<file path="config.mk">
export PLATFORM = sky130hd
export DESIGN_NAME = ipv4_cidr_text_parser_core
export DESIGN_NICKNAME = d
export VERILOG_FILES = /design/src/rtl/core/icp_pkg.sv /design/src/rtl/core/icp_front.sv /design/src/rtl/core/icp_tok_fifo.sv /design/src/rtl/core/icp_back.sv /design/src/rtl/core/ipv4_cidr_text_parser_core.sv
export SDC_FILE = /design/constraint.sdc
export NUM_CORES = 1
export LEC_CHECK = 0
export BUFFER_PORTS_ARGS = -buffer_cell sky130_fd_sc_hd__buf_2
export CAP_MARGIN = 20
export CORE_ASPECT_RATIO = 0.8
export CORE_MARGIN = 1
export CORE_UTILIZATION = 29
export CTS_BUF_LIST = sky130_fd_sc_hd__clkbuf_16
export DETAILED_ROUTE_END_ITERATION = 10
export GPL_ROUTABILITY_DRIVEN = 0
export PLACE_DENSITY = 0.54
export SLEW_MARGIN = 40
export SYNTH_ARGS = -nofsm -noshare
export SYNTH_HDL_FRONTEND = slang
export SYNTH_SLANG_ARGS = --single-unit
</file>
<file path="constraint.sdc">
create_clock -name clk -period 9.95 [get_ports clk]
set_input_delay 1.99 -clock clk [delete_from_list [all_inputs] [get_ports clk]]
set_output_delay 1.99 -clock clk [all_outputs]
set_load 0.02 [all_outputs]
</file>
<file path="src/rtl/core/icp_pkg.sv">
// ----------------------------------------------------------------------------
// icp_pkg
// Shared types and constants of the IPv4 CIDR text parser.
// ----------------------------------------------------------------------------
package icp_pkg;

  // Character classes sent from the front to the back
  typedef enum logic [2:0] {
    TK_DIGIT,
    TK_DOT,
    TK_SLASH,
    TK_TERM,
    TK_OTHER
  } tok_kind_t;

  typedef struct packed {
    tok_kind_t   kind;
    logic [3:0]  digit;
  } token_t;

  // Result status codes
  typedef enum logic [1:0] {
    ST_OK       = 2'd0,
    ST_BAD_ADDR = 2'd1,
    ST_BAD_LEN  = 2'd2
  } status_t;

  typedef struct packed {
    status_t     status;
    logic [31:0] address;
    logic [5:0]  prefix_length;
  } result_t;

  // Token queue between front and back
  localparam int TOK_DEPTH = 4;
  localparam int TOK_AW    = $clog2(TOK_DEPTH);

  // Parsing constants
  localparam logic [11:0] OCTET_MAX   = 12'd255;
  localparam logic [5:0]  LENGTH_MAX  = 6'd32;
  localparam logic [9:0]  LENGTH_SAT  = 10'd63;
  localparam logic [1:0]  LAST_OCTET  = 2'd3;
  localparam logic [7:0]  CHAR_ZERO   = 8'h30;
  localparam logic [7:0]  CHAR_NINE   = 8'h39;
  localparam logic [7:0]  CHAR_DOT    = 8'h2E;
  localparam logic [7:0]  CHAR_SLASH  = 8'h2F;
  localparam logic [7:0]  CHAR_NUL    = 8'h00;

endpackage

</file>
<file path="src/rtl/core/icp_front.sv">
// ----------------------------------------------------------------------------
// icp_front
// Classifies each incoming character into a parser token.
// ----------------------------------------------------------------------------
module icp_front import icp_pkg::*; (
  input  logic [7:0] text_char,
  input  logic       is_terminator,
  output token_t     tok
);

  logic is_digit;

  assign is_digit = (text_char >= CHAR_ZERO) && (text_char <= CHAR_NINE);

  // Terminator wins; a zero byte also ends the text
  always_comb begin
    tok.digit = 4'(text_char - CHAR_ZERO);
    if (is_terminator || (text_char == CHAR_NUL)) begin
      tok.kind = TK_TERM;
    end else if (is_digit) begin
      tok.kind = TK_DIGIT;
    end else if (text_char == CHAR_DOT) begin
      tok.kind = TK_DOT;
    end else if (text_char == CHAR_SLASH) begin
      tok.kind = TK_SLASH;
    end else begin
      tok.kind = TK_OTHER;
    end
  end

endmodule

</file>
<file path="src/rtl/core/icp_tok_fifo.sv">
// ----------------------------------------------------------------------------
// icp_tok_fifo
// Short token queue between the classifier and the parser.
// ----------------------------------------------------------------------------
module icp_tok_fifo import icp_pkg::*; (
  input  logic   clk,
  input  logic   rst_n,
  input  logic   wr,
  input  token_t wr_tok,
  output logic   full,
  input  logic   rd,
  output token_t rd_tok,
  output logic   empty
);

  token_t              mem_r [TOK_DEPTH];
  logic [TOK_AW-1:0]   wptr_r, wptr_nxt;
  logic [TOK_AW-1:0]   rptr_r, rptr_nxt;
  logic [TOK_AW:0]     cnt_r, cnt_nxt;
  logic                do_wr, do_rd;

  assign full   = (cnt_r == (TOK_AW+1)'(TOK_DEPTH));
  assign empty  = (cnt_r == '0);
  assign rd_tok = mem_r[rptr_r];
  assign do_wr  = wr && !full;
  assign do_rd  = rd && !empty;

  // Pointer and count update
  always_comb begin
    wptr_nxt = do_wr ? wptr_r + 1'b1 : wptr_r;
    rptr_nxt = do_rd ? rptr_r + 1'b1 : rptr_r;
    cnt_nxt  = cnt_r + (TOK_AW+1)'(do_wr) - (TOK_AW+1)'(do_rd);
  end

  always_ff @(posedge clk) begin
    if (!rst_n) begin
      wptr_r <= '0;
      rptr_r <= '0;
      cnt_r  <= '0;
    end else begin
      wptr_r <= wptr_nxt;
      rptr_r <= rptr_nxt;
      cnt_r  <= cnt_nxt;
    end
  end

  // Storage
  always_ff @(posedge clk) begin
    if (do_wr) begin
      mem_r[wptr_r] <= wr_tok;
    end
  end

endmodule

</file>
<file path="src/rtl/core/icp_back.sv">
// ----------------------------------------------------------------------------
// icp_back
// Parser state machine and two-entry result buffer.
// ----------------------------------------------------------------------------
module icp_back import icp_pkg::*; (
  input  logic    clk,
  input  logic    rst_n,
  input  token_t  tok,
  input  logic    tok_empty,
  output logic    tok_rd,
  output result_t res,
  output logic    res_empty,
  input  logic    res_pop
);

  typedef enum logic [2:0] {
    PH_ADDR_START,
    PH_ADDR_DIGITS,
    PH_LEN_START,
    PH_LEN_DIGITS,
    PH_LEN_REST
  } phase_t;

  phase_t       phase_r, phase_nxt;
  logic [1:0]   oct_idx_r, oct_idx_nxt;
  logic [7:0]   oct_val_r, oct_val_nxt;
  logic [31:0]  addr_r, addr_nxt;
  logic [5:0]   len_r, len_nxt;
  logic         slash_r, slash_nxt;
  logic         aerr_r, aerr_nxt;
  logic         lerr_r, lerr_nxt;

  result_t      buf_r [2];
  logic         bwptr_r, brptr_r;
  logic [1:0]   bcnt_r;
  logic         buf_full, do_pop, do_push;

  logic [11:0]  oct_acc;
  logic [9:0]   len_acc;
  logic [1:0]   byte_sel;
  logic         term_aerr, term_lerr;
  logic [5:0]   term_len;
  result_t      new_res;

  assign buf_full  = (bcnt_r == 2'd2);
  assign res_empty = (bcnt_r == 2'd0);
  assign res       = buf_r[brptr_r];
  assign do_pop    = res_pop && !res_empty;

  // Terminators wait for buffer room; other tokens always go
  assign tok_rd  = !tok_empty && ((tok.kind != TK_TERM) || !buf_full || do_pop);
  assign do_push = tok_rd && (tok.kind == TK_TERM);

  // Digit accumulation
  assign oct_acc  = 12'(oct_val_r) * 12'd10 + 12'(tok.digit);
  assign len_acc  = 10'(len_r) * 10'd10 + 10'(tok.digit);
  assign byte_sel = LAST_OCTET - oct_idx_r;

  // Result on terminator
  always_comb begin
    term_aerr = aerr_r || (phase_r == PH_ADDR_START);
    term_len  = slash_r ? len_r : LENGTH_MAX;
    term_lerr = lerr_r || (phase_r == PH_LEN_START) || (term_len > LENGTH_MAX);
    if (term_lerr) begin
      new_res.status = ST_BAD_LEN;
    end else if (term_aerr) begin
      new_res.status = ST_BAD_ADDR;
    end else begin
      new_res.status = ST_OK;
    end
    new_res.address       = (new_res.status == ST_OK) ? addr_r : '0;
    new_res.prefix_length = (new_res.status == ST_OK) ? term_len : '0;
  end

  // Next parser state
  always_comb begin
    phase_nxt   = phase_r;
    oct_idx_nxt = oct_idx_r;
    oct_val_nxt = oct_val_r;
    addr_nxt    = addr_r;
    len_nxt     = len_r;
    slash_nxt   = slash_r;
    aerr_nxt    = aerr_r;
    lerr_nxt    = lerr_r;
    if (tok.kind == TK_TERM) begin
      // rearm for the next text
      phase_nxt   = PH_ADDR_START;
      oct_idx_nxt = '0;
      oct_val_nxt = '0;
      addr_nxt    = '0;
      len_nxt     = '0;
      slash_nxt   = 1'b0;
      aerr_nxt    = 1'b0;
      lerr_nxt    = 1'b0;
    end else begin
      unique case (phase_r)
        PH_ADDR_START, PH_ADDR_DIGITS: begin
          if (tok.kind == TK_SLASH) begin
            if (phase_r == PH_ADDR_START) begin
              aerr_nxt = 1'b1;
            end
            slash_nxt = 1'b1;
            phase_nxt = PH_LEN_START;
          end else if (!aerr_r) begin
            if (tok.kind == TK_DIGIT) begin
              if (oct_acc > OCTET_MAX) begin
                aerr_nxt = 1'b1;
              end else begin
                oct_val_nxt                      = oct_acc[7:0];
                addr_nxt[{byte_sel, 3'b000} +: 8] = oct_acc[7:0];
                phase_nxt                        = PH_ADDR_DIGITS;
              end
            end else if ((phase_r == PH_ADDR_DIGITS) && (tok.kind == TK_DOT) &&
                         (oct_idx_r != LAST_OCTET)) begin
              oct_idx_nxt = oct_idx_r + 2'd1;
              oct_val_nxt = '0;
              phase_nxt   = PH_ADDR_START;
            end else begin
              aerr_nxt = 1'b1;
            end
          end
        end
        PH_LEN_START: begin
          if (tok.kind == TK_DIGIT) begin
            len_nxt   = 6'(tok.digit);
            phase_nxt = PH_LEN_DIGITS;
          end else begin
            lerr_nxt  = 1'b1;
            phase_nxt = PH_LEN_REST;
          end
        end
        PH_LEN_DIGITS: begin
          if (tok.kind == TK_DIGIT) begin
            len_nxt = (len_acc > LENGTH_SAT) ? 6'(LENGTH_SAT) : len_acc[5:0];
          end else begin
            phase_nxt = PH_LEN_REST;
          end
        end
        default: begin
          // trailing text after the length is ignored
        end
      endcase
    end
  end

  // State and result buffer
  always_ff @(posedge clk) begin
    if (!rst_n) begin
      phase_r   <= PH_ADDR_START;
      oct_idx_r <= '0;
      oct_val_r <= '0;
      addr_r    <= '0;
      len_r     <= '0;
      slash_r   <= 1'b0;
      aerr_r    <= 1'b0;
      lerr_r    <= 1'b0;
      bwptr_r   <= 1'b0;
      brptr_r   <= 1'b0;
      bcnt_r    <= '0;
    end else begin
      if (tok_rd) begin
        phase_r   <= phase_nxt;
        oct_idx_r <= oct_idx_nxt;
        oct_val_r <= oct_val_nxt;
        addr_r    <= addr_nxt;
        len_r     <= len_nxt;
        slash_r   <= slash_nxt;
        aerr_r    <= aerr_nxt;
        lerr_r    <= lerr_nxt;
      end
      if (do_push) begin
        buf_r[bwptr_r] <= new_res;
        bwptr_r        <= ~bwptr_r;
      end
      if (do_pop) begin
        brptr_r <= ~brptr_r;
      end
      bcnt_r <= bcnt_r + 2'(do_push) - 2'(do_pop);
    end
  end

endmodule

</file>
<file path="src/rtl/core/ipv4_cidr_text_parser_core.sv">
// A terminator request shows its result after the token queue write, then the parser
// step into the result buffer.
// Throughput: one character per cycle, limited by the single parser step; a
// terminator waits in the token queue while both result slots are full.
// Reset (rst_n low, synchronous) empties both queues and rearms the parser.
// ----------------------------------------------------------------------------
// ipv4_cidr_text_parser_core
// Dotted decimal IPv4 prefix parser: classifier, token queue, parser.
// ----------------------------------------------------------------------------
module ipv4_cidr_text_parser_core import icp_pkg::*; (
  input  logic        clk,
  input  logic        rst_n,
  input  logic        in_push,
  output logic        in_full,
  input  logic [7:0]  in_text_char,
  input  logic        in_is_terminator,
  output logic        out_empty,
  input  logic        out_pop,
  output logic [1:0]  out_status,
  output logic [31:0] out_address,
  output logic [5:0]  out_prefix_length
);

  token_t  front_tok, back_tok;
  logic    tok_empty, tok_rd;
  result_t res;

  // Classify characters
  icp_front u_front (
    .text_char     (in_text_char),
    .is_terminator (in_is_terminator),
    .tok           (front_tok)
  );

  // Token queue
  icp_tok_fifo u_fifo (
    .clk    (clk),
    .rst_n  (rst_n),
    .wr     (in_push),
    .wr_tok (front_tok),
    .full   (in_full),
    .rd     (tok_rd),
    .rd_tok (back_tok),
    .empty  (tok_empty)
  );

  // Parser and result buffer
  icp_back u_back (
    .clk       (clk),
    .rst_n     (rst_n),
    .tok       (back_tok),
    .tok_empty (tok_empty),
    .tok_rd    (tok_rd),
    .res       (res),
    .res_empty (out_empty),
    .res_pop   (out_pop)
  );

  assign out_status        = res.status;
  assign out_address       = res.address;
  assign out_prefix_length = res.prefix_length;

endmodule

</file>
==> key figures <==
Drt
  – DR DRC count: 0
  – TritonRoute pass-1 iters: 4
  – Metal2 WL: 6740 um
  – Post-DRT Antenna Nets: 0
  – DR top layer: met4
  – Final WL: 16600 um
  – Vias per cell: 4.54
  – Wl on met1: 9050 um
  – Detail Route met3 WL: 681 um
  – Initial drt markers: 308
  – DR vias: 5130
  – Wirelength per Cell: 14.7 um

Place
  – Post-Place Cells: 1099
  – HPWL reported at the end of detailed placement: 11500 um
  – Port-buffer cells: 54

Worst setup path
  – CP max stage delay: 380 ps
  – Cell Chain, Critical Path: buf_2 > nor3b_1 > nand3_2 > nor2_1 > nor2_8 > ha_1 > inv_1 > ha_1 > inv_1 > fa_1 > xnor2_1 > xnor2_1 > and2_1
  – Number of buffer and inverter stages on the critical path: 3
  – Cell family with the largest share of critical-path delay: simple AND/OR/NAND/NOR gates
  – Required @ worst endpoint: 10270 ps
  – CP startpoint kind: input pin
  – Crit-path slowest cell: nor3b_1
  – Max FO, Critical Path: 6
  – Arr. time, crit path: 4330 ps
  – Worst setup path class: in2reg
  – Crit end category: flop

Finish
  – Layout Cells excl Fill: 1131
  – Layout cells sized above 1: 21.2%
  – Layout Utilization: 33.7%
  – Nets: 804
  – Diode count: 0
  – Area grow syn2layout: 14.4%

Clock tree
  – Longest Clk Path Bufs: 2
  – Cts-stage hold buffer count: 0
  – H-tree depth: 4
  – Latest clock arrival within the worst-skew pair: 430 ps
  – Post CTS Setup Buffer Count: 0
  – Post-cts resize count: 0
  – Root Driver: clkbuf_16
  – CTS tree: done
  – CTS sink cnt: 176
  – Clock Pin Slew Worst Setup and Hold Paths: 60 ps
  – CTS Buf Count: 17

Floorplanning
  – IO Pins: 55
  – Total Die Area: 29400 um2
  – Initial cell density of the core: 29.4%
  – # rows: 55
  – Die Height: 154 um
  – Die X: 191 um
  – Core area: 28300 um2

GRT
  – Gr usage total: 11.9%
  – Largest net degree at the start of global routing: 74
  – Global-route wire length before repair: 26800 um
  – Vias in the first global route: 4923
  – GR Overflow Total: 0
  – Initial antenna violation count: 0

Yosys
  – Syn Area/Cell: 12.0 um2
  – Synth top area share: 38.9%
  – Unique masters post-synth: 59
  – Register area share after synthesis: 55.3%
  – Syn Inst Count: 697
  – Post-synthesis cell area: 8330 um2
  – YS warnings: 0
  – Ys async rst share: 0%
  – Post-synth EDFFs: 108
  – Synth area leader: edfxtp_1
  – Seq cells post-synth: 176
  – Net Count, Synth: 753
  – Main area contributors after synthesis: edfxtp_1, dfxtp_1, ha_1
  – Main synth FF type: edfxtp_1

Timing
  – Max-slew headroom: 43.6%
  – Peak Freq: 249 MHz
  – Tcrit/Tclk final: 40.3%
  – Worst hold slack: 453 ps
  – Final setup viols: 0
  – RSZ-0062 raised after global routing: false
  – Fin Setup TNS: 0 ps
  – Worst-margin pin slew: 839 ps
  – Max-slew violations: 0
  – Final Hold Viols: 0
  – Setup Skew: 10.2 ps
  – Tmin final: 4010 ps

Power
  – Sequential share of power: 42.5%
  – Clock share of power: 28.8%
  – Pwr dens: 228 nW/um2
  – P_leak: 3.42 nW
  – Peak supply drop: 136 uV
  – Sw Ratio: 34.7%
  – Sw power: 752 uW
  – Int Pwr: 1.42 mW
  – Logic pwr share: 28.7%

Run status
  – Status: finished clean

Run
  – Maxcap violations: 0

Worst hold path
  – Hold Crit Class: reg2reg
## Yosys cell counts (3+ instances only)
cell type / n
inv_1: 23
o21ai_1: 3
buf_1: 3
o21ai_0: 28
xor2_1: 4
and3_1: 11
xnor2_1: 13
o221ai_1: 3
a21oi_1: 13
o22ai_1: 4
buf_6: 4
mux2i_1: 23
nor4_1: 5
a21boi_0: 6
mux2_2: 41
o21ai_2: 6
nor2b_1: 25
edfxtp_1: 108
nand2_1: 55
clkbuf_1: 14
nor3_1: 16
or2_2: 4
buf_4: 3
nor2_1: 38
and2_1: 51
o21a_1: 4
ha_1: 38
dfxtp_1: 68
nand3_1: 28
a31oi_1: 4
fa_1: 5
mux4_2: 6
nor3b_1: 8
## registers in the layout, indices dropped and copies added (netlist names), named ones only
name / count
u_back.buf_r: 80
u_back.addr_r: 32
u_fifo.mem_r: 28
u_back.oct_val_r: 8
u_back.len_r: 6
u_back.phase_r: 3
u_fifo.cnt_r: 3
u_back.bcnt_r: 2
u_back.oct_idx_r: 2
u_fifo.rptr_r: 2
u_fifo.wptr_r: 2
u_back.aerr_r: 1
u_back.brptr_r: 1
u_back.bwptr_r: 1
u_back.lerr_r: 1
u_back.slash_r: 1
## layout by cell type, fill, tap and decap left out, types with 7 or more instances in the layout
cell       instances
a21oi_1           13
mux2i_1           23
and2_1            51
nor2_1            37
mux2_2            41
edfxtp_1         108
o21ai_2            7
and3_1            10
buf_2             54
inv_1             23
nor3_1            15
dfxtp_1           67
nor3b_1            7
ha_1              38
nand2_1           55
xnor2_1           13
clkbuf_16         17
nand3_1           28
o21ai_0           28
nor2b_1           25
## stage by stage
step | area [um2] | total power, mW | worst slack (ps)
floorplan | 8330 | 1.41 | 5300
global placement | 8960 | 1.56 | 5540
detailed placement | 8970 | 1.57 | 5510
CTS | 9530 | 2.20 | 5960
global route | 9530 | 2.31 | 5760
finish | 9530 | 2.17 | 5940
## final timing paths
path / cells past startpoint / startpoint / to / slack (ps)
worst min-delay path: 2 / u_back.addr_r[28] / u_back.addr_r[28] / 450
worst max-delay path: 13 / out_pop / u_fifo.cnt_r[2] / 5940
worst max register to register: 9 / flop / u_back.oct_val_r[3] / 6210
worst min register to register: 2 / u_back.addr_r[28] / u_back.addr_r[28] / 450
## power by group through the flow
stage	Clock (mW)	Combinational (mW)	Sequential (mW)
3_5_place_dp	0	0.626	0.941
5_1_grt	0.673	0.699	0.934
6_report	0.625	0.624	0.922
3_3_place_gp	0	0.627	0.938
4_1_cts	0.644	0.628	0.925
2_1_floorplan	0	0.520	0.889
## cell families (layout without fill, tap and decap cells)
group	Yosys count	after routing	synth area share [%]
AOI/OAI and AO/OA	84	84	6.82
xor gates and xnor gates	17	17	1.79
DFF	176	176	55.3
buffers and inverters	48	112	2.67
muxes	70	70	9.93
and+or+nand+nor	259	259	16.6
adders and majority gates	43	43	6.91
## metal layers
| layer | vias to the layer above | global-route usage, % |
|---|---|---|
| li1 | 2616 | - |
| met1 | 2421 | 17.7 |
| met2 | 85 | 16.5 |
| met3 | 8 | 2.94 |
| met4 | 0 | 3.85 |
| met5 | - | 0 |
## worst reg2reg max path, cell delays in order (launching register included)
cell and delay, ps:
dfxtp_1 650, mux4_2 680, ha_1 310, a21o_1 170, a21oi_1 370, nor4_2 100, mux2i_1 280, nand3b_1 360
a221oi_4 530, o22ai_1 160
## layout make-up
type / count / area [um2]
Fill cell: 2815 / 18800
Sequential cell: 176 / 4610
Multi-Input combinational cell: 473 / 3530
Tap cell: 370 / 463
Clock buffer: 17 / 425
Timing Repair Buffer: 57 / 293
Clock inverter: 15 / 128
Inverter: 23 / 86.3
(Power assumes the default switching activity.)
